<file path="src/rtl/bta_pkg.sv">
package bta_pkg;

  // Arena geometry
  localparam int ARENA_UNITS = 1024;
  localparam int UNITS_MIN   = 8;
  localparam int TAG_UNITS   = 2;

  localparam int AW = $clog2(ARENA_UNITS);  // tag index width
  localparam int NW = AW + 1;               // arena size width
  localparam int TW = AW + 2;               // signed tag width

  typedef logic [AW-1:0]        idx_t;
  typedef logic [NW-1:0]        units_t;
  typedef logic signed [TW-1:0] tag_t;

  typedef enum logic [1:0] {
    ST_OK      = 2'd0,
    ST_NOFIT   = 2'd1,
    ST_BADFREE = 2'd2
  } status_t;

  localparam logic MODE_ALLOC = 1'b0;
  localparam logic MODE_FREE  = 1'b1;

  // Shared adder operation: x + (inv ? ~y : y) + c
  typedef struct packed {
    tag_t              x;
    tag_t              y;
    logic              inv;
    logic signed [2:0] c;
  } alu_op_t;

  typedef struct packed {
    logic we;
    idx_t waddr;
    tag_t wdata;
    logic re;
    idx_t raddr;
  } ram_req_t;

  typedef struct packed {
    logic mode;
    idx_t req;
    idx_t handle;
  } req_t;

  typedef struct packed {
    status_t status;
    idx_t    address;
    idx_t    granted;
  } res_t;

  typedef struct packed {
    logic start;
    logic init;
    logic res_ready;
  } ctl_in_t;

  typedef struct packed {
    logic idle;
    logic done;
    res_t res;
  } ctl_out_t;

  function automatic tag_t ext_idx(idx_t v);
    return {{(TW-AW){1'b0}}, v};
  endfunction

  function automatic tag_t ext_units(units_t v);
    return {{(TW-NW){1'b0}}, v};
  endfunction

endpackage

</file>
<file path="src/rtl/bta_alu.sv">
module bta_alu (
  input  bta_pkg::alu_op_t op,
  output bta_pkg::tag_t    res
);
  import bta_pkg::*;

  tag_t ymux;
  tag_t cext;

  assign ymux = op.inv ? ~op.y : op.y;
  assign cext = {{(TW-3){op.c[2]}}, op.c};
  assign res  = op.x + ymux + cext;

endmodule

</file>
<file path="config.mk">
export PLATFORM = sky130hd
export DESIGN_NAME = bta_alu
export DESIGN_NICKNAME = d
export VERILOG_FILES = /design/src/rtl/bta_pkg.sv /design/src/rtl/bta_alu.sv
export SDC_FILE = /design/constraint.sdc
export NUM_CORES = 1
export LEC_CHECK = 0
export ABC_AREA = 1
export BUFFER_PORTS_ARGS = -buffer_cell sky130_fd_sc_hd__clkbuf_2
export CAP_MARGIN = 25
export CORE_MARGIN = 1.5
export CORE_UTILIZATION = 30
export DETAILED_ROUTE_END_ITERATION = 16
export GPL_TIMING_DRIVEN = 0
export PLACE_DENSITY = 0.53
export SYNTH_ARGS = -nofsm -noshare
export SYNTH_HDL_FRONTEND = slang
export SYNTH_SLANG_ARGS = --single-unit
</file>
<file path="constraint.sdc">
create_clock -name vclk -period 5.9
set_input_delay 0.885 -clock vclk [all_inputs]
set_output_delay 0.885 -clock vclk [all_outputs]
set_load 0.02 [all_outputs]
</file>
# [Word-level counts from Yosys, hierarchy flattened]
# Cells that the tools add are included.
[op_classes] add_sub_neg=2 n_mul=0 div=0 magnitude_cmp=0 eq_ne=0 shifts=0 muxes=1 n_bitwise=1 n_reduce_logical=0
[ops] operator="$add A12 B12 Y12" count=1
[ops] operator="$add A12 B3 Y12" count=1
[ops] operator="$mux W12" count=1
[ops] operator="$not A12 Y12" count=1
[word_totals] regBits=0 latch_bits=0 ram_bits=0 romBits=0 input_bits=28 out_inout_bits=12 word_cells=4 n_memories=0

# [Longest topological paths before layout]
# Gate-level depths: netlist (run 1).
[logic_depth] word_depth=4 mapped_depth=13 depth_no_buf=12

# [Worst setup path after synthesis (run 1)]
# No wires, ideal clock.
[synth_timing] path_kind="input-to-output" from="input op[3] (netlist name)" to="output res[7]" arrival_time_ns=3.047 required_time_ns=5.015 path_slack_ns=1.968 stages=10 n_path_buf=1 cell_sequence="buf_4 xor2_1 fa_1 ha_1 inv_1 fa_1 nor2_2 nor2_1 o21ai_2 xor2_1"
[synth_between] elab_chain_len=3
[synth_lines] item="start: declaration" line_no="bta_alu.sv:2" source="input bta_pkg::alu_op_t op,"
[synth_lines] item="$mux W12" line_no="bta_alu.sv:10" source="assign ymux = op.inv ? ~op.y : op.y;"
[synth_lines] item="$add A12 B12 Y12" line_no="bta_alu.sv:12" source="assign res = op.x + ymux + cext;"
[synth_lines] item="$add A12 B3 Y12" line_no="bta_alu.sv:12"
[synth_lines] item="end: declaration" line_no="bta_alu.sv:3" source="output bta_pkg::tag_t res"
# Every way passes these cells.

# [Final worst setup path (run 1)]
# Ends and elaborated chain as after synthesis.

==> flow_summary.toml, run 1 <==
[status]
status = "finished clean"

[final_layout]
diodes = 0
fillerInstances = 343
n_clock_buffer = 0
register_area_um2 = 0
final_cell_mix = "nand2_1, clkbuf_2, inv_1"
fin_area_mm2 = 0.00121
multi_input_area_um2 = 863
nets = 231
area_delta_synth_final_pct = 26.8
drive_gt1_share_pct = 26.8
seq_cell_count = 0

[sta]
finalHoldViolations = 0
whs_ns = 2.25
period_minus_slack_ns = 4.17
timing.fmax_mhz = 240
layout_setup_ws_ns = 1.73
worst_slew_pin_slew_ns = 0.439
slew_headroom_pct = 70.7
drv_slew = 0
rsz0062_at_grt = "false"
final.period_utilization_pct = 70.7
setup_violations = 0
finalSetupTns_ns = 0

[power_and_ir_drop]
cellLeakagePower_nw = 0.707
switchingPower_mw = 0.192
p_int_mw = 0.114
clkPwrFrac_pct = 0
switching_share_pct = 62.6
p_comb_share_pct = 100.0
vdd_ir_drop_max_v = 0.0000835
power_density_mw_per_mm2 = 253
total_power_mw = 0.306
power_frac_seq_pct = 0

[placed_design]
pre_cts_ws_ns = 1.71
gp_congestion = 0.796
post-dp-hpwl_um = 1920
portBuffers = 40
dpl_cell_area_mm2 = 0.00121

[routing]
drc_errors = 0
first_pass_iters = 4
wl_per_cell_um = 9.37
ant_nets = 0
wl_um = 2090
first_iter_violations = 7
routed_via_density = 4.38
vias = 977

[floorplanning]
initial_utilization_pct = 31.5
die_h_um = 59.4
core.rowCount = 20
pin_count = 40
core-area_mm2 = 0.00303
fp.dieW_um = 59.4
die-area_mm2 = 0.00353

[global_routing]
antenna_found_initial = 0
grt_pass1_wl_um = 3720
grt_pass1_vias = 948
grt_start_max_net_pins = 12
grt_usage_pct = 13.1
gr-total-overflow = 0

[setup_path]
critPathArrivalTime_ns = 3.29
worst_setup_path_end_kind = "output port"
cp_slowest_cell = "fa_1"
crit_path_max_incr_delay_ns = 0.49
critPathLaunchType = "primary input"
path_cells = "clkbuf_2, buf_4, xor2_1, fa_1, ha_1, inv_1, fa_1, nor2_2, nor2_1, o21ai_2, xor2_1, clkbuf_2"
critical_path_class = "in2out"
cp_max_fo = 10
worst_ep_required_time_ns = 5.02

[logic_synthesis]
synth_top_area_cell = "fa_1"
synth_top_area_share_pct = 25.2
syn_inst = 139
synth-seq-area-share_pct = 0
synth_nets = 189
syn_area_um2 = 953
yosysWarnings = 0
ys_top_cells_by_area = "fa_1, nand2_1, ha_1"
ys_types = 18
syn_avg_cell_area_um2 = 6.86

[clock_network]
ctsResizeCount = 0
postCtsHoldBufs = 0
post-cts-setup-buffers = 0

[min_path]
holdPathStages = 5
hp-start = "op[16]"
hold_path_end = "res[0]"
hp-class = "in2out"

[flow_run]
drv_cap = 0
[power by group through the flow]
stage | Clock, mW | Combinational [mW] | Sequential (mW)
floorplan | 0 | 0.223 | 0
global placement | 0 | 0.306 | 0
detailed placement | 0 | 0.309 | 0
CTS | 0 | 0.311 | 0
global route | 0 | 0.346 | 0
finish | 0 | 0.306 | 0
[area by class of cell]
type | instances | share of cell area, %
Multi-Input combinational cell | 116 | 71.4
Timing Repair Buffer | 40 | 16.6
Inverter | 22 | 6.83
Tap cell | 44 | 4.55
Buffer | 1 | 0.621
[Yosys cell counts (all sizes together)]
library cell / number
a21o: 1
a21oi: 5
buf: 1
fa: 12
ha: 10
inv: 22
nand2: 43
nand3: 8
nand3b: 2
nand4: 2
nor2: 13
o21ai: 2
xnor2: 5
xor2: 13
[stage by stage]
stage / instances / util (%)
after floorplan: 139 / -
after global placement: 223 / 39.9
after detailed placement: 223 / 39.9
after CTS: 223 / 39.9
after global routing: 223 / 39.9
final: 223 / 39.9
[per-layer routing]
| metal | wire length, um | track usage [%] | share of wire [%] |
|---|---|---|---|
| met3 | 115 | 0.655 | 5.5 |
| met4 | 14 | 0.974 | 0.67 |
| met1 | 932 | 16.5 | 45 |
| met5 | 0 | 0 | 0 |
| met2 | 1030 | 25.3 | 49 |
[worst max-delay path by stage]
stage / from / depth (start not counted) / slack, ns / end
after detailed placement: op[3] / 12 / 1.71 / res[7]
final: op[3] / 12 / 1.73 / res[7]
after global placement: op[3] / 12 / 1.71 / res[7]
after global routing: op[3] / 12 / 1.57 / res[9]
after CTS: op[3] / 12 / 1.70 / res[7]
after floorplan: op[3] / 10 / 1.97 / res[7]
[critical path: cells and delay by family]
| kind | cells | cell delay (ns) |
|---|---|---|
| fa+ha+maj | 3 | 1.15 |
| buf+inv | 4 | 0.56 |
| xor+xnor | 2 | 0.33 |
| simple gates | 2 | 0.24 |
| compound gates | 1 | 0.12 |
[kinds of logic after synthesis]
kind of cell	count (synthesis)	synth area share [%]
and+or+nand+nor	68	30.4
buffers and inverters	23	9.45
adders and majority gates	22	38.3
xor gates and xnor gates	18	16.5
AOI/OAI and AO/OA	8	5.25
Power figures use the tool's default switching activity.
==> inputs of run 2 (changes only) <==
Settings changed: ABC_AREA 1 to 0, PLACE_DENSITY 0.53 to 0.57.
Clock period 5.9 ns to 3.8 ns, I/O delays scaled along.
==> flow_summary.toml, run 2 <==
[routing]
vias = 747
routed_via_density = 4.61
first_iter_violations = 4
wl_per_cell_um = 9.92
routed.top_layer = "met3"
wl_um = 1610
route.met2.wl_um = 869
ant_nets = 0
first_pass_iters = 3
drt-met1-wl_um = 647
drc_errors = 0
routed-wl-met3_um = 89

[setup_path]
critPathLaunchType = "primary input"
cp-startpoint = "op[3]"
cp_max_fo = 10
path_cells = "clkbuf_2, buf_6, xor2_1, fa_1, ha_2, inv_1, fa_1, nand2b_4, a21oi_4, nor3_1, a21oi_1, xor2_1, buf_4"
cp.buffers_inverters = 4
cp_slowest_cell = "fa_1"
critical_path_class = "in2out"
crit_cells = 13
worst_setup_path_end_kind = "output port"
crit_path_max_incr_delay_ns = 0.50
cp_top_family = "adder cells"
critPathArrivalTime_ns = 3.05
worst_ep_required_time_ns = 3.23
crit_end = "res[9]"

[logic_synthesis]
synth_nets = 142
yosysMostFrequentCell = "xor2_1"
synth_top_area_cell = "fa_1"
synthTopCellsByCount = "xor2_1, fa_1, inv_1"
syn_avg_cell_area_um2 = 8.87
synth_mux_area_share_pct = 0
synth-seq-area-share_pct = 0
ys_types = 22
yosys.area_share.simple_pct = 11.3
synth_xor_area_share_pct = 25.8
synth_top_area_share_pct = 29.4
yosysWarnings = 0
ys_top_cells_by_area = "fa_1, ha_1, xor2_1"
syn_inst = 92
synth_adder_area_share_pct = 44.8
synth_top_family_by_area = "adder cells"
syn_area_um2 = 816
synth-compound-area-share_pct = 12.4

[clock_network]
postCtsHoldBufs = 0

[sta]
final.period_utilization_pct = 95.4
period_minus_slack_ns = 3.62
rsz0062_at_grt = "false"
layout_setup_ws_ns = 0.176
setup_violations = 0
slew_headroom_pct = 72.9
timing.fmax_mhz = 276
finalSetupTns_ns = 0
finalHoldViolations = 0
drv_slew = 0
worst_slew_pin_slew_ns = 0.406

[global_routing]
grt_pass1_wl_um = 2550
antenna_found_initial = 0
grt_pass1_vias = 710
gr-total-overflow = 0
grt_start_max_net_pins = 11
grt_usage_pct = 10.9

[final_layout]
seq_cell_count = 0
register_area_um2 = 0
fin_area_mm2 = 0.00108
area_delta_synth_final_pct = 32.8
diodes = 0
n_clock_buffer = 0
nets = 184
final_cell_mix = "clkbuf_2, xor2_1, fa_1"
drive_gt1_share_pct = 37.1
fillerInstances = 268
mostFrequentLayoutCell = "clkbuf_2"
postLayoutCoreUtil_pct = 43.0

[placed_design]
pre_cts_ws_ns = -0.0619
post-dp-hpwl_um = 1480
gp_congestion = 0.727
dpl_cell_area_mm2 = 0.00105
portBuffers = 40

[floorplanning]
core-area_mm2 = 0.00252
core.rowCount = 18
initial_utilization_pct = 32.3
die_h_um = 55.1
fp.dieW_um = 55.1
die-area_mm2 = 0.00304
pin_count = 40

[flow_run]
drv_cap = 0

[power_and_ir_drop]
vdd_ir_drop_max_v = 0.000215
cellLeakagePower_nw = 0.554
total_power_mw = 0.476
power_density_mw_per_mm2 = 439

[status]
status = "finished clean"

[min_path]
hp-class = "in2out"
==> run 2: worst min path at each step <==
stage	from	endpoint	slack (ns)	depth (start not counted)
floorplan	op[3]	res[11]	1.40	2
CTS	op[16]	res[0]	1.61	5
finish	op[16]	res[0]	1.60	5
detailed placement	op[3]	res[11]	1.60	4
global route	op[3]	res[11]	1.67	4
global placement	op[3]	res[11]	1.60	4
==> run 2: cell type report <==
| type | instances | area, um2 | area share, % |
|---|---|---|---|
| plain buffers | 1 | 11.3 | 1.04 |
| well taps | 30 | 37.5 | 3.46 |
| repair buffers | 40 | 203 | 18.7 |
| multi-input cells | 80 | 791 | 73.0 |
| inverters | 11 | 41.3 | 3.81 |
==> run 2: per-stage QoR <==
step	cells	hold slack, ns
finish	162	1.60
global placement	162	1.60
global route	162	1.67
CTS	162	1.61
floorplan	92	1.40
detailed placement	162	1.60
==> run 2: layer usage <==
| layer | vias up | track usage (%) |
|---|---|---|
| met5 | - | 0 |
| met4 | 0 | 0 |
| met3 | 0 | 0 |
| met2 | 29 | 24.2 |
| met1 | 336 | 11.9 |
| li1 | 382 | - |
==> run 2: logic make-up (layout without fill, tap and decap cells) <==
kind of cell	Yosys count	in the layout
AO/OA/AOI/OAI	15	15
AND/OR/NAND/NOR	19	19
adder cells (fa/ha/maj)	22	22
XOR/XNOR	24	24
buffers and inverters	12	52
==> run 2: power by group <==
group | internal [mW] | leakage (nW) | switching (mW) | total [mW]
clock network | 0 | 0 | 0 | 0
logic | 0.195 | 0.554 | 0.281 | 0.476
registers | 0 | 0 | 0 | 0
==> run 2: what timing repair did <==
action | 4_1_cts | 5_1_grt
setup endpoints to repair | 2 | 2
pin swaps | 0 | 2
gates resized for setup | 2 | 6
buffers inserted | 0 | 0
==> inputs of run 3 (changes only) <==
Settings changed: PLACE_DENSITY 0.57 to default, PLACE_DENSITY_LB_ADDON from default to 0.12, TNS_END_PERCENT from default to 30.
==> flow_summary.toml, run 3 (same netlist as run 2, synthesis figures left out) <==
[power_and_ir_drop]
p_int_mw = 0.193
cellLeakagePower_nw = 0.555
switching_share_pct = 58.9
power_density_mw_per_mm2 = 437
power_frac_seq_pct = 0
vdd_ir_drop_max_v = 0.000207
p_comb_share_pct = 100.0
total_power_mw = 0.469
switchingPower_mw = 0.276
clkPwrFrac_pct = 0

[routing]
first_pass_iters = 4
routed_via_density = 4.44
vias = 720
first_iter_violations = 2
drc_errors = 0
wl_per_cell_um = 9.76
ant_nets = 0
wl_um = 1580

[final_layout]
fillerInstances = 273
n_clock_buffer = 0
drive_gt1_share_pct = 36.4
register_area_um2 = 0
postLayoutCoreUtil_pct = 42.6
diodes = 0
nets = 184
seq_cell_count = 0
final_cell_mix = "clkbuf_2, xor2_1, fa_1"
area_delta_synth_final_pct = 31.6
mostFrequentLayoutCell = "clkbuf_2"

[flow_run]
drv_cap = 0

[global_routing]
grt_usage_pct = 10.6
grt_pass1_wl_um = 2440
grt_start_max_net_pins = 11
grt_pass1_vias = 604
antenna_found_initial = 0
gr-total-overflow = 0

[sta]
slew_headroom_pct = 72.1
worst_slew_pin_slew_ns = 0.419
finalHoldViolations = 0
final.period_utilization_pct = 95.9
drv_slew = 0
rsz0062_at_grt = "false"
period_minus_slack_ns = 3.64
timing.fmax_mhz = 274
setup_violations = 0

[floorplanning]
core.rowCount = 18
die_h_um = 55.1
pin_count = 40
fp.dieW_um = 55.1
core-area_mm2 = 0.00252
initial_utilization_pct = 32.3
die-area_mm2 = 0.00304

[placed_design]
portBuffers = 40
post-dp-hpwl_um = 1450
gp_congestion = 0.720

[min_path]
hp-class = "in2out"

[setup_path]
worst_ep_required_time_ns = 3.23
critPathLaunchType = "primary input"
critical_path_class = "in2out"
critPathArrivalTime_ns = 3.07
cp_max_fo = 10
worst_setup_path_end_kind = "output port"

[clock_network]
postCtsHoldBufs = 0

[status]
status = "finished clean"
-- run 3: changes by cell type in the layout (fill, tap and decap cells not counted), sizes merged --
cell    change
buf         +1
clkbuf      -1
-- run 3: layout make-up --
class                           count  area (um2)  share of cell area (%)
Timing Repair Buffer               40         203                    18.9
Multi-Input combinational cell     80         781                    72.7
Inverter                           11        41.3                    3.85
Buffer                              1        11.3                    1.05
Tap cell                           30        37.5                    3.50
-- run 3: metal layers --
| layer | GRT usage, % | vias up | part of all wire [%] |
|---|---|---|---|
| met5 | 0 | - | 0 |
| met4 | 0 | 0 | 0 |
| met3 | 0.538 | 0 | 5.3 |
| met2 | 18.7 | 22 | 47 |
| met1 | 15.2 | 314 | 47 |
| li1 | - | 384 | - |
-- run 3: what timing repair did --
item | in CTS | in global routing
gates resized for setup | 1 | 6
gates cloned | 0 | 0
buffers inserted | 0 | 0
endpoints found under the setup margin | 2 | 2
pin swaps | 0 | 1
-- run 3: critical path, cell delays in order --
cell and delay [ns]:
clkbuf_2 0.12, buf_6 0.16, xor2_1 0.17, fa_1 0.49, ha_1 0.19, inv_1 0.06, fa_1 0.40, nand2b_4 0.17
a21oi_2 0.15, nor3_1 0.08, a21oi_1 0.19, xor2_1 0.16, buf_4 0.16
-- run 3: worst paths after layout --
| check | to | slack [ns] | start | cells past startpoint |
|---|---|---|---|---|
| worst min-delay path | res[11] | 1.61 | op[3] | 4 |
| worst max-delay path | res[9] | 0.16 | op[3] | 13 |
-- run 3: metrics by stage --
step	setup TNS [ns]	worst slack [ns]	instances	cell area, um2	hold WS (ns)
after floorplan	0	0.258	92	816	1.40
after global placement	-0.0579	-0.0540	162	1050	1.59
after detailed placement	-0.0745	-0.0585	162	1050	1.60
after CTS	0	0.0121	162	1060	1.61
after global routing	0	0.0158	162	1070	1.65
final	0	0.155	162	1070	1.61
-- run 3: power groups by stage --
stage / combinational, mW / sequential, mW / clock (mW)
after floorplan: 0.335 / 0 / 0
after CTS: 0.467 / 0 / 0
after global routing: 0.525 / 0 / 0
after detailed placement: 0.464 / 0 / 0
after global placement: 0.460 / 0 / 0
final: 0.469 / 0 / 0
