[src/rtl/bta_pkg.sv]
package bta_pkg;

  // Arena geometry
  localparam int ARENA_UNITS = 1024;
  localparam int UNITS_MIN   = 8;
  localparam int TAG_UNITS   = 2;

  localparam int AW = $clog2(ARENA_UNITS);  // tag index width
  localparam int NW = AW + 1;               // arena size width
  localparam int TW = AW + 2;               // signed tag width

  typedef logic [AW-1:0]        idx_t;
  typedef logic [NW-1:0]        units_t;
  typedef logic signed [TW-1:0] tag_t;

  typedef enum logic [1:0] {
    ST_OK      = 2'd0,
    ST_NOFIT   = 2'd1,
    ST_BADFREE = 2'd2
  } status_t;

  localparam logic MODE_ALLOC = 1'b0;
  localparam logic MODE_FREE  = 1'b1;

  // Shared adder operation: x + (inv ? ~y : y) + c
  typedef struct packed {
    tag_t              x;
    tag_t              y;
    logic              inv;
    logic signed [2:0] c;
  } alu_op_t;

  typedef struct packed {
    logic we;
    idx_t waddr;
    tag_t wdata;
    logic re;
    idx_t raddr;
  } ram_req_t;

  typedef struct packed {
    logic mode;
    idx_t req;
    idx_t handle;
  } req_t;

  typedef struct packed {
    status_t status;
    idx_t    address;
    idx_t    granted;
  } res_t;

  typedef struct packed {
    logic start;
    logic init;
    logic res_ready;
  } ctl_in_t;

  typedef struct packed {
    logic idle;
    logic done;
    res_t res;
  } ctl_out_t;

  function automatic tag_t ext_idx(idx_t v);
    return {{(TW-AW){1'b0}}, v};
  endfunction

  function automatic tag_t ext_units(units_t v);
    return {{(TW-NW){1'b0}}, v};
  endfunction

endpackage

[src/rtl/bta_ctrl.sv]
module bta_ctrl (
  input  logic              clk,
  input  logic              rst_n,
  input  bta_pkg::ctl_in_t  ctl_in,
  input  bta_pkg::req_t     req,
  input  bta_pkg::units_t   arena_units,
  input  bta_pkg::tag_t     alu_res,
  input  bta_pkg::tag_t     rdata,
  output bta_pkg::alu_op_t  alu_op,
  output bta_pkg::ram_req_t ram_req,
  output bta_pkg::ctl_out_t ctl_out
);
  import bta_pkg::*;

  typedef enum logic [4:0] {
    S_INIT0, S_INIT1, S_INIT2, S_IDLE, S_FPRE,
    S_RD, S_MAG, S_CMP, S_ADV,
    S_G0, S_G1, S_G2, S_G3, S_G4,
    S_M0, S_M1, S_M2, S_M3, S_M4, S_M5, S_M6, S_M7, S_M8,
    S_DONE
  } state_t;

  localparam logic signed [2:0] C_0  = 3'sd0;
  localparam logic signed [2:0] C_P1 = 3'sd1;
  localparam logic signed [2:0] C_P2 = 3'(TAG_UNITS);
  localparam logic signed [2:0] C_P3 = 3'sd3;
  localparam logic signed [2:0] C_M1 = -3'sd1;
  localparam logic signed [2:0] C_M2 = -3'sd2;

  state_t state_r;
  logic   mode_r;
  idx_t   req_r;
  idx_t   handle_r;
  idx_t   hm1_r;     // handle - 1: start tag of the block being freed
  idx_t   tp_r;      // start tag index of the block under the walk
  idx_t   a_r;       // payload size of that block
  logic   free_r;
  idx_t   g_r;
  idx_t   last_r;    // index of the final tag, arena_units - 1
  idx_t   r0_r;      // end tag of the block being freed
  idx_t   ltag_r;    // merged block start tag
  idx_t   rtag_r;    // merged block end tag
  tag_t   nfs_r;     // negated free size to write
  res_t   res_r;

  always_comb begin
    alu_op = '0;
    ram_req = '0;
    unique case (state_r)
      S_INIT0: begin
        alu_op = '{x: '0, y: ext_units(arena_units), inv: 1'b1, c: C_P3};
      end
      S_INIT1: begin
        alu_op = '{x: ext_units(arena_units), y: '0, inv: 1'b0, c: C_M1};
        ram_req.we = 1'b1;
        ram_req.waddr = '0;
        ram_req.wdata = nfs_r;
      end
      S_INIT2: begin
        ram_req.we = 1'b1;
        ram_req.waddr = last_r;
        ram_req.wdata = nfs_r;
      end
      S_FPRE: begin
        alu_op = '{x: ext_idx(handle_r), y: '0, inv: 1'b0, c: C_M1};
      end
      S_RD: begin
        ram_req.re = 1'b1;
        ram_req.raddr = tp_r;
      end
      S_MAG: begin
        alu_op = '{x: '0, y: rdata, inv: rdata[TW-1], c: (rdata[TW-1] ? C_P1 : C_0)};
      end
      S_CMP: begin
        alu_op = '{x: ext_idx(a_r), y: ext_idx(req_r), inv: 1'b1, c: C_P1};
      end
      S_ADV: begin
        alu_op = '{x: ext_idx(tp_r), y: ext_idx(a_r), inv: 1'b0, c: C_P2};
      end
      S_G0: begin
        alu_op = '{x: ext_idx(g_r), y: ext_idx(a_r), inv: 1'b1, c: C_P3};
      end
      S_G1: begin
        alu_op = '{x: ext_idx(tp_r), y: ext_idx(g_r), inv: 1'b0, c: C_P2};
        ram_req.we = 1'b1;
        ram_req.waddr = alu_res[AW-1:0];
        ram_req.wdata = nfs_r;
      end
      S_G2: begin
        alu_op = '{x: ext_idx(tp_r), y: ext_idx(a_r), inv: 1'b0, c: C_P1};
        ram_req.we = 1'b1;
        ram_req.waddr = alu_res[AW-1:0];
        ram_req.wdata = nfs_r;
      end
      S_G3: begin
        alu_op = '{x: ext_idx(tp_r), y: '0, inv: 1'b0, c: C_P1};
        ram_req.we = 1'b1;
        ram_req.waddr = tp_r;
        ram_req.wdata = ext_idx(g_r);
      end
      S_G4: begin
        alu_op = '{x: ext_idx(tp_r), y: ext_idx(g_r), inv: 1'b0, c: C_P1};
        ram_req.we = 1'b1;
        ram_req.waddr = alu_res[AW-1:0];
        ram_req.wdata = ext_idx(g_r);
      end
      S_M0: begin
        alu_op = '{x: ext_idx(tp_r), y: ext_idx(a_r), inv: 1'b0, c: C_P1};
      end
      S_M1: begin
        alu_op = '{x: ext_idx(tp_r), y: '0, inv: 1'b0, c: C_M1};
        ram_req.re = 1'b1;
        ram_req.raddr = alu_res[AW-1:0];
      end
      S_M2: begin
        alu_op = '{x: ext_idx(tp_r), y: rdata, inv: 1'b0, c: C_M2};
      end
      S_M3: begin
        alu_op = '{x: ext_idx(r0_r), y: '0, inv: 1'b0, c: C_P1};
        ram_req.re = 1'b1;
        ram_req.raddr = alu_res[AW-1:0];
      end
      S_M4: begin
        alu_op = '{x: ext_idx(r0_r), y: rdata, inv: 1'b1, c: C_P3};
      end
      S_M5: begin
        alu_op = '{x: ext_idx(ltag_r), y: ext_idx(rtag_r), inv: 1'b1, c: C_P2};
        ram_req.we = 1'b1;
        ram_req.waddr = tp_r;
        ram_req.wdata = '0;
      end
      S_M6: begin
        ram_req.we = 1'b1;
        ram_req.waddr = r0_r;
        ram_req.wdata = '0;
      end
      S_M7: begin
        ram_req.we = 1'b1;
        ram_req.waddr = ltag_r;
        ram_req.wdata = nfs_r;
      end
      S_M8: begin
        ram_req.we = 1'b1;
        ram_req.waddr = rtag_r;
        ram_req.wdata = nfs_r;
      end
      default: begin
      end
    endcase
  end

  assign ctl_out.idle = (state_r == S_IDLE);
  assign ctl_out.done = (state_r == S_DONE) && ctl_in.res_ready;
  assign ctl_out.res  = res_r;

  always_ff @(posedge clk) begin
    if (!rst_n) begin
      state_r <= S_INIT0;
    end else begin
      unique case (state_r)
        S_INIT0: begin
          nfs_r <= alu_res;
          state_r <= S_INIT1;
        end
        S_INIT1: begin
          last_r <= alu_res[AW-1:0];
          state_r <= S_INIT2;
        end
        S_INIT2: begin
          state_r <= S_IDLE;
        end
        S_IDLE: begin
          if (ctl_in.init) begin
            state_r <= S_INIT0;
          end else if (ctl_in.start) begin
            mode_r <= req.mode;
            req_r <= (req.req == '0) ? idx_t'(1) : req.req;
            handle_r <= req.handle;
            tp_r <= '0;
            res_r <= '{status: ST_OK, address: '0, granted: '0};
            if (req.mode == MODE_FREE) begin
              state_r <= (req.handle == '0) ? S_DONE : S_FPRE;
            end else begin
              state_r <= S_RD;
            end
          end
        end
        S_FPRE: begin
          hm1_r <= alu_res[AW-1:0];
          state_r <= S_RD;
        end
        S_RD: begin
          state_r <= S_MAG;
        end
        S_MAG: begin
          a_r <= alu_res[AW-1:0];
          free_r <= rdata[TW-1];
          if (mode_r == MODE_FREE) begin
            if (tp_r == hm1_r) begin
              if (!rdata[TW-1] && (rdata != '0)) begin
                state_r <= S_M0;
              end else begin
                res_r.status <= ST_BADFREE;
                state_r <= S_DONE;
              end
            end else if (tp_r > hm1_r) begin
              res_r.status <= ST_BADFREE;
              state_r <= S_DONE;
            end else begin
              state_r <= S_ADV;
            end
          end else begin
            state_r <= S_CMP;
          end
        end
        S_CMP: begin
          if (free_r && !alu_res[TW-1]) begin
            // remainder of two units or less is absorbed
            g_r <= ($unsigned(alu_res) <= TW'(TAG_UNITS)) ? a_r : req_r;
            state_r <= S_G0;
          end else begin
            state_r <= S_ADV;
          end
        end
        S_ADV: begin
          if ($unsigned(alu_res) >= $unsigned(ext_idx(last_r))) begin
            res_r.status <= (mode_r == MODE_FREE) ? ST_BADFREE : ST_NOFIT;
            state_r <= S_DONE;
          end else begin
            tp_r <= alu_res[AW-1:0];
            state_r <= S_RD;
          end
        end
        S_G0: begin
          nfs_r <= alu_res;
          state_r <= (g_r == a_r) ? S_G3 : S_G1;
        end
        S_G1: begin
          state_r <= S_G2;
        end
        S_G2: begin
          state_r <= S_G3;
        end
        S_G3: begin
          res_r.address <= alu_res[AW-1:0];
          state_r <= S_G4;
        end
        S_G4: begin
          res_r.granted <= g_r;
          state_r <= S_DONE;
        end
        S_M0: begin
          r0_r <= alu_res[AW-1:0];
          rtag_r <= alu_res[AW-1:0];
          ltag_r <= tp_r;
          state_r <= (tp_r != '0) ? S_M1 : S_M3;
        end
        S_M1: begin
          state_r <= S_M2;
        end
        S_M2: begin
          if (rdata[TW-1]) begin
            ltag_r <= alu_res[AW-1:0];
          end
          state_r <= S_M3;
        end
        S_M3: begin
          state_r <= (r0_r < last_r) ? S_M4 : S_M5;
        end
        S_M4: begin
          if (rdata[TW-1]) begin
            rtag_r <= alu_res[AW-1:0];
          end
          state_r <= S_M5;
        end
        S_M5: begin
          nfs_r <= alu_res;
          state_r <= S_M6;
        end
        S_M6: begin
          state_r <= S_M7;
        end
        S_M7: begin
          state_r <= S_M8;
        end
        S_M8: begin
          state_r <= S_DONE;
        end
        S_DONE: begin
          if (ctl_in.res_ready) begin
            state_r <= S_IDLE;
          end
        end
        default: begin
          state_r <= S_IDLE;
        end
      endcase
    end
  end

endmodule

[config.mk]
export PLATFORM = sky130hd
export DESIGN_NAME = bta_ctrl
export DESIGN_NICKNAME = d
export VERILOG_FILES = /design/src/rtl/bta_pkg.sv /design/src/rtl/bta_ctrl.sv
export SDC_FILE = /design/constraint.sdc
export NUM_CORES = 1
export LEC_CHECK = 0
export ABC_CLOCK_PERIOD_IN_PS = 2300
export BUFFER_PORTS_ARGS = -buffer_cell sky130_fd_sc_hd__buf_2
export CELL_PAD_IN_SITES_DETAIL_PLACEMENT = 1
export CELL_PAD_IN_SITES_GLOBAL_PLACEMENT = 1
export CORE_ASPECT_RATIO = 1.2
export CORE_MARGIN = 1.5
export CORE_UTILIZATION = 40
export DETAILED_ROUTE_END_ITERATION = 6
export PLACE_DENSITY = 0.81
export SKIP_CTS_REPAIR_TIMING = 1
export SYNTH_ARGS = -nofsm -noshare
export SYNTH_HDL_FRONTEND = slang
export SYNTH_SLANG_ARGS = --single-unit
[constraint.sdc]
create_clock -name clk -period 2.3 [get_ports clk]
set_input_delay 0.23 -clock clk [delete_from_list [all_inputs] [get_ports clk]]
set_output_delay 0.23 -clock clk [all_outputs]
set_load 0.05 [all_outputs]
# Word-level counts from Yosys, hierarchy flattened
# Index checks and enable logic that the tools add are counted.
[word_totals]
register_bits = 141
in_bits = 61
out_inout_bits = 86
wordCells = 131
[classes]
n_lt_le_gt_ge = 4
n_eq_ne = 36
muxes = 38
n_bitwise = 1
n_reduce_logical = 35
[ops]
columns = ["op", "n"]
rows = [
  ["$pmux W27 S16", 1],
  ["$pmux W23 S9", 1],
  ["$pmux W5 S22", 1],
  ["$pmux W10 S2", 5],
  ["$mux W5", 11],
  ["$mux W10", 5],
  ["$mux W22", 2],
  ["$eq A5 B4 Y1 const B", 8],
  ["$eq A5 B5 Y1 const B", 8],
  ["$pmux W11 S2", 1],
  ["$eq A10 B10 Y1", 2],
  ["$eq A5 B3 Y1 const B", 4],
  ["$logic_not A10 Y1", 2],
  ["$ne A2 B2 Y1 const B", 8],
  ["$ge A12 B10 Y1", 1],
  ["$le A12 B2 Y1 const B", 1],
  ["$mux W2", 6],
  ["$reduce_and A2 Y1", 6],
  ["$reduce_and A4 Y1", 3],
  ["$reduce_bool A12 Y1", 1],
  ["$eq A5 B2 Y1 const B", 2],
  ["$gt A10 B10 Y1", 1],
  ["$lt A10 B10 Y1", 1],
  ["$reduce_bool A10 Y1", 1],
  ["other kinds (16)", 32],
]

# Longest topological paths before layout
# Gate-level depths: netlist (run 1).
[depth]
ltp_word = 6
ltp_mapped = 8
ltp_nobuf = 8

# Least setup slack after synthesis (run 1)
# Ideal clock, no wire load.
[synth_timing]
path_type = "register -> output"
startpoint = "register state_r[1]"
endpoint = "output alu_op[1] in the netlist's numbering"
arrival_time_ns = 2.683
t_required_ns = 2.070
path_slack_ns = -0.613
stages_incl_launch_ff = 5
n_path_buf = 3
path_cell_list = "dfxtp_1 > buf_2 > buf_2 > buf_2 > o311ai_0"
[synth_lines]
columns = ["item", "line", "source"]
rows = [
  ["start, declared", "bta_ctrl.sv:30", "state_t state_r;"],
  ["start signal, assigned", "bta_ctrl.sv:182", "state_r <= (req.handle == '0) ? S_DONE : S_FPRE;"],
  ["start signal, assigned", "bta_ctrl.sv:236", "state_r <= (g_r == a_r) ? S_G3 : S_G1;"],
  ["start signal, assigned", "bta_ctrl.sv:256", "state_r <= (tp_r != '0) ? S_M1 : S_M3;"],
  ["end, declared", "bta_ctrl.sv:9", "output bta_pkg::alu_op_t alu_op,"],
]

==> run_results.csv, run 1 <==
group,metric,value,unit
run_status,outcome,"finished, violations left",
run_status,violations,"design-rule violations, negative hold slack, negative setup slack",
sta,setup_ws,-0.446,ns
drt,routedWlPerCell,32.6,um
synthesis,synthArstFlopShare,0,%
grt,antenna_found_initial,0,
setup_path,cp-end-kind,"output port",
floorplanning,rows,55,
sta,fin_crit,2.75,ns
synthesis,synth_top_area_share,52.4,%
synthesis,synth_seq_cells,141,
worst_hold_path,hold_path_class,"in2reg",
synthesis,ys.flop_type,"edfxtp_1",
synthesis,syn_area,7800,um2
grt,grt_pass1_wl,46.4,mm
final_layout,drive_above_1_share,43.4,%
drt,drc,8,
drt,routed_wl,40.0,mm
setup_path,crit_fanout,5,
pwr,power_density,1040,nW/um2
floorplanning,io_pins,147,
floorplanning,dieArea,20300,um2
drt,drt-initial-drc-count,1244,
synthesis,synth-edff-count,136,
sta,fmax,364,MHz
final_layout,instances_no_fill,1226,
sta,finalMaxSlewViolations,0,
drt,firstDrtPassIters,7,
sta,setup_tns,-10.28,ns
floorplanning,fp.dieH,156,um
floorplanning,floorplan.initialDensity,41.1,%
placed_design,place_congestion,0.939,
clocking,root_buffer,"clkbuf_16",
clocking,cts.sinks,141,
synthesis,synth-seq-area-share,53.6,%
setup_path,start_kind,"flip-flop",
synthesis,synthTopCellsByArea,"edfxtp_1 (52%), ha_1 (4.7%), a22oi_1 (4.0%), a22o_1 (3.5%), mux2_2 (2.7%)",
setup_path,crit_type,"reg2out",
final_layout,nets,1047,
pwr,power.leakage,4.57,nW
synthesis,yosysWarnings,0,
final_layout,antenna_cells,0,
drt,antenna_violating_nets_post_route,0,
final_layout,area_growth,46.5,%
clocking,cts.clk_slew.worst_paths,0.07,ns
floorplanning,dieWidth,130,um
sta,setup-violations-final,64,
sta,holdWs,-0.00702,ns
worst_hold_path,holdPathStages,1,
clocking,numCtsBuffers,17,
final_layout,multi_input_area,3750,um2
placed_design,dp_cells,1142,
synthesis,synth_cell_type_count,68,
grt,grt_max_degree,22,
grt,grt_pass1_vias,7691,
clocking,cts_tree,"yes",
drt,dr_total_vias,8426,
synthesis,syn_nets,773,
clocking,htreeDepth,4,
final_layout,fillers,2009,
sta,rsz0062_at_grt,"true",
setup_path,crit_required,2.07,ns
synthesis,yosysTopAreaCell,"edfxtp_1",
sta,slew_headroom,33.0,%
floorplanning,coreArea,19000,um2
placed_design,port_buffers,145,
placed_design,dpl.hpwl,22.9,mm
sta,finalCritPeriodShare,119,%
synthesis,syn_avg_cell_area,11.4,um2
sta,hold_violations,1,
grt,overflow,0,
clocking,clockBufferDepth,2,
drt,via_per_inst,6.87,
sta,worstMarginPinSlew,1.01,ns
setup_path,arrival,2.52,ns
pwr,peakVddDrop,0.541,mV
final_layout,seqCellArea,4200,um2
clocking,clk_latency,0.45,ns
synthesis,synthCells,683,
setup_path,reg2reg_depth,6,
flow_run,maxCapViolCount,0,
sta,finClkSkew,0.0140,ns
grt,grtUsageTotal,31.3,%
[power breakdown]
group	total (mW)	internal, mW	leakage (nW)	switching (mW)
Clock	2.88	1.53	0.284	1.34
Combinational	5.84	2.19	2.99	3.65
Sequential	3.16	3.02	1.30	0.140
[worst max-delay path, stage by stage, from the launching register on]
cell      delay (ns)
dfxtp_2         0.36
and2b_2         0.26
nand2_4         0.11
nor2_4          0.06
buf_6           0.14
buf_6           0.13
buf_12          0.12
a222oi_1        0.47
nand2_1         0.16
buf_2           0.26
[Yosys cell counts, types with 3 or more instances]
cell type    n
ha_1        29
a21oi_1     20
mux2_2      19
clkbuf_1    14
o21ai_0     18
buf_4        4
nand4_1      5
edfxtp_1   136
nor2_1      35
a31oi_1      4
nand2b_1    16
a22o_1      31
a2111oi_0    3
a211oi_1     3
nand3_1     29
dfxtp_1      5
and3_1       5
and2_1      34
xnor2_1      9
a21oi_2      4
a22oi_1     42
a32o_1       3
nor2b_1      6
nand2_1     47
o21ai_1      3
inv_1       24
nor3_1      16
a21boi_0     3
a222oi_1    20
nor4_1      10
a221oi_1    11
nor2_2       6
buf_2       20
[routing by layer]
| layer | track usage (%) | up-vias | wire length [um] |
|---|---|---|---|
| met5 | 0 | - | 0 |
| met4 | 17.3 | 0 | 3120 |
| met3 | 5.52 | 268 | 4360 |
| met2 | 52.0 | 830 | 18900 |
| met1 | 38.2 | 4103 | 13600 |
| li1 | - | 3225 | - |
[worst paths after layout]
path / startpoint / end / slack, ns
max: state_r[3]$_SDFFE_PN0P_ / alu_op[12] / -0.45
max reg2reg: last_r[9]$_DFFE_PP_ / tp_r[3]$_SDFFCE_PP0P_ / -0.24
min reg2reg: req_r[9]$_SDFFCE_PN0P_ / g_r[9]$_DFFE_PP_ / 0.62
min: req[17] / req_r[7]$_SDFFCE_PN0P_ / -0.007
[layout by cell type, fill, tap and decap left out, types with 11 or more instances in the layout]
cell,netlist,layout
edfxtp_1,136,136
buf_4,4,108
buf_2,20,90
buf_6,1,57
nand2_1,47,44
a22oi_1,42,35
and2_1,34,32
a22o_1,31,31
nor2_1,35,26
ha_1,29,26
inv_1,24,23
nand3_1,29,23
a222oi_1,20,20
a21oi_1,20,19
mux2_2,19,19
clkbuf_16,0,19
buf_12,0,15
o21ai_0,18,13
nor3_1,16,13
dlygate4sd3_1,0,13
nand2b_1,16,11
[stage by stage]
step	area, um2	worst slack (ns)	util [%]	power (mW)
global placement	9520	-0.0520	50.1	7.57
floorplan	7800	-0.0154	-	6.11
detailed placement	9520	-0.177	50.1	7.66
finish	11400	-0.446	60.1	11.9
CTS	10100	-0.640	53.2	10.4
global route	11400	-0.441	60.1	12.1
[state kept, by name (all words and copies together) (netlist names)]
register / cells
a_r: 10
ctl_out: 22
free_r: 1
g_r: 10
handle_r: 10
hm1_r: 10
last_r: 10
ltag_r: 10
mode_r: 1
nfs_r: 12
r0_r: 10
req_r: 10
rtag_r: 10
state_r: 5
tp_r: 10
[cell families (layout without fill, tap and decap cells)]
kind of cell | after synthesis | in the layout | share of synthesized area [%]
xor gates and xnor gates | 11 | 11 | 1.24
and+or+nand+nor | 224 | 225 | 14.8
buffers and inverters | 66 | 351 | 3.80
muxes | 19 | 19 | 2.74
AOI/OAI and AO/OA | 192 | 193 | 19.0
DFF | 141 | 141 | 53.7
adders and majority gates | 29 | 29 | 4.65
other | 1 | 1 | 0.0481
[area by class of cell]
class,instances,share of cell area [%]
Inverter,26,0.854
Multi-Input combinational cell,478,32.9
Tap cell,256,2.80
Sequential cell,141,36.8
Clock inverter,15,1.34
Timing Repair Buffer,293,21.7
Clock buffer,17,3.72
Power figures use the tool's default switching activity.
==> run 2: changes to the inputs <==
- CAP_MARGIN: not set -> 20
- TNS_END_PERCENT: not set -> 50
==> run 2 against run 1 <==
  * The run still ends with design-rule violations, negative hold slack, negative setup slack left
  * Final cell count down 0.33%
  * Sequential cell count stayed put
  * Register-to-register slack about the same
==> run_results.csv, run 2 (synthesis results as in run 1) <==
group,metric,value,unit
drt,antenna_violating_nets_post_route,0,
setup_path,cp-end-kind,"output port",
flow_run,maxCapViolCount,0,
clocking,root_buffer,"clkbuf_16",
final_layout,final_cell_mix,"edfxtp_1 (136), buf_4 (104), buf_2 (90), buf_6 (57), nand2_1 (44)",
floorplanning,io_pins,147,
sta,setup_ws,-0.361,ns
placed_design,dpl.hpwl,22.9,mm
sta,fmax,376,MHz
setup_path,regToRegSetupSlack,-0.24,ns
grt,grt_util_met3,5.52,%
grt,busiest_layer,"met2",
setup_path,endpoint,"ram_req[32]",
grt,antenna_found_initial,0,
clocking,htreeDepth,4,
setup_path,crit_type,"reg2out",
grt,overflow,0,
worst_hold_path,hold_start,"req[17]",
sta,fin_crit,2.66,ns
floorplanning,fp.dieH,156,um
sta,finalMaxSlewViolations,0,
worst_hold_path,hold_path_class,"in2reg",
setup_path,crit_required,2.07,ns
grt,grtUsageMet1,38.2,%
pwr,switchingPower,5.02,mW
final_layout,antenna_cells,0,
placed_design,dp_cells,1142,
final_layout,layout_commonest_cell,"edfxtp_1",
clocking,clk_latency,0.44,ns
final_layout,area_growth,45.4,%
pwr,p_comb_share,49.1,%
floorplanning,dieArea,20300,um2
setup_path,worstReg2RegStart,"r0_r[2]$_DFFE_PP_",
run_status,outcome,"finished, violations left",
grt,gr-usage-met2,52.0,%
pwr,p_seq_share,26.9,%
drt,firstDrtPassIters,7,
floorplanning,coreArea,19000,um2
sta,setup_tns,-7.19,ns
clocking,cts.clk_slew.worst_paths,0.07,ns
final_layout,nets,1043,
floorplanning,rows,55,
pwr,clock_power_share,24.0,%
drt,drt-initial-drc-count,1204,
drt,drc,1,
clocking,cts.sinks,141,
pwr,power_density,1040,nW/um2
drt,via_per_inst,6.71,
drt,routedWlPerCell,30.8,um
grt,grtUsageTotal,31.3,%
pwr,power.leakage,4.55,nW
grt,grt_max_degree,22,
sta,finClkSkew,0.0122,ns
clocking,cts_tree,"yes",
setup_path,cp-startpoint,"state_r[3]$_SDFFE_PN0P_",
placed_design,place_ws,-0.177,ns
sta,setup-violations-final,59,
setup_path,arrival,2.43,ns
floorplanning,dieWidth,130,um
pwr,swShare,42.7,%
floorplanning,floorplan.initialDensity,41.1,%
run_status,violations,"design-rule violations, negative hold slack, negative setup slack",
final_layout,drive_above_1_share,42.7,%
sta,worstMarginPinSlew,1.02,ns
setup_path,start_kind,"flip-flop",
sta,holdWs,-0.0170,ns
clocking,clockBufferDepth,2,
sta,hold_violations,1,
placed_design,port_buffers,145,
pwr,peakVddDrop,0.586,mV
pwr,power.total,11.7,mW
setup_path,reg2reg_depth,6,
final_layout,largest_reg_flops,22,
setup_path,crit_fanout,10,
setup_path,r2r_end,"state_r[0]$_SDFFE_PN0P_",
sta,rsz0062_at_grt,"true",
clocking,numCtsBuffers,17,
drt,dr_total_vias,8204,
grt,grt_pass1_wl,46.4,mm
grt,grt_pass1_vias,7691,
drt,routed_wl,37.6,mm
pwr,p_int,6.73,mW
placed_design,place_congestion,0.939,
sta,slew_headroom,31.7,%
final_layout,instances_no_fill,1222,
sta,finalCritPeriodShare,116,%
run 2: cell types whose count changed in the layout (fill, tap and decap cells not counted), sizes merged:
| cell | change |
|---|---|
| buf | -4 |
run 2: critical path, stage by stage, from the launching register on:
cell and delay, ns:
dfxtp_2 0.36, and2b_2 0.26, nand2_1 0.26, nor2_1 0.09, buf_4 0.20, a22oi_1 0.33, nand3_1 0.22, clkbuf_4 0.27
run 2: metrics by stage:
stage	hold WS [ns]	util (%)	area [um2]
2_1_floorplan	0.329	-	7800
3_3_place_gp	0.425	50.1	9520
3_5_place_dp	0.425	50.1	9520
4_1_cts	-0.0195	53.2	10100
5_1_grt	-0.00231	59.7	11300
6_report	-0.0170	59.7	11300
run 2: area by class of cell:
type | count | area (um2)
inverter | 26 | 97.6
tap | 256 | 320
multi-input combinational | 478 | 3700
fill | 1985 | 7660
timing repair buffer | 289 | 2440
sequential | 141 | 4200
clock inverter | 15 | 153
clock buffer | 17 | 425
run 2: power groups by stage:
stage | clock [mW] | combinational [mW] | sequential [mW]
2_1_floorplan | 0 | 2.91 | 3.20
3_3_place_gp | 0 | 4.41 | 3.16
3_5_place_dp | 0 | 4.49 | 3.17
4_1_cts | 2.77 | 4.53 | 3.12
5_1_grt | 2.90 | 5.95 | 3.17
6_report | 2.82 | 5.76 | 3.16
run 2: worst min-delay path by stage:
stage                        endpoint  cells past startpoint
2_1_floorplan        a_r[0]$_DFFE_PP_                      0
3_3_place_gp    handle_r[3]$_DFFE_PP_                      1
3_5_place_dp   req_r[6]$_SDFFCE_PN0P_                      1
4_1_cts         handle_r[3]$_DFFE_PP_                      1
5_1_grt        req_r[7]$_SDFFCE_PN0P_                      1
6_report       req_r[7]$_SDFFCE_PN0P_                      1
run 2: layer usage:
layer  routed length (um)  part of all wire, %  up-vias
met3                 3710                  9.9      272
met2                17900                   48      745
li1                     -                    -     3223
met5                    0                    0        -
met4                 3190                  8.5        0
met1                12700                   34     3964
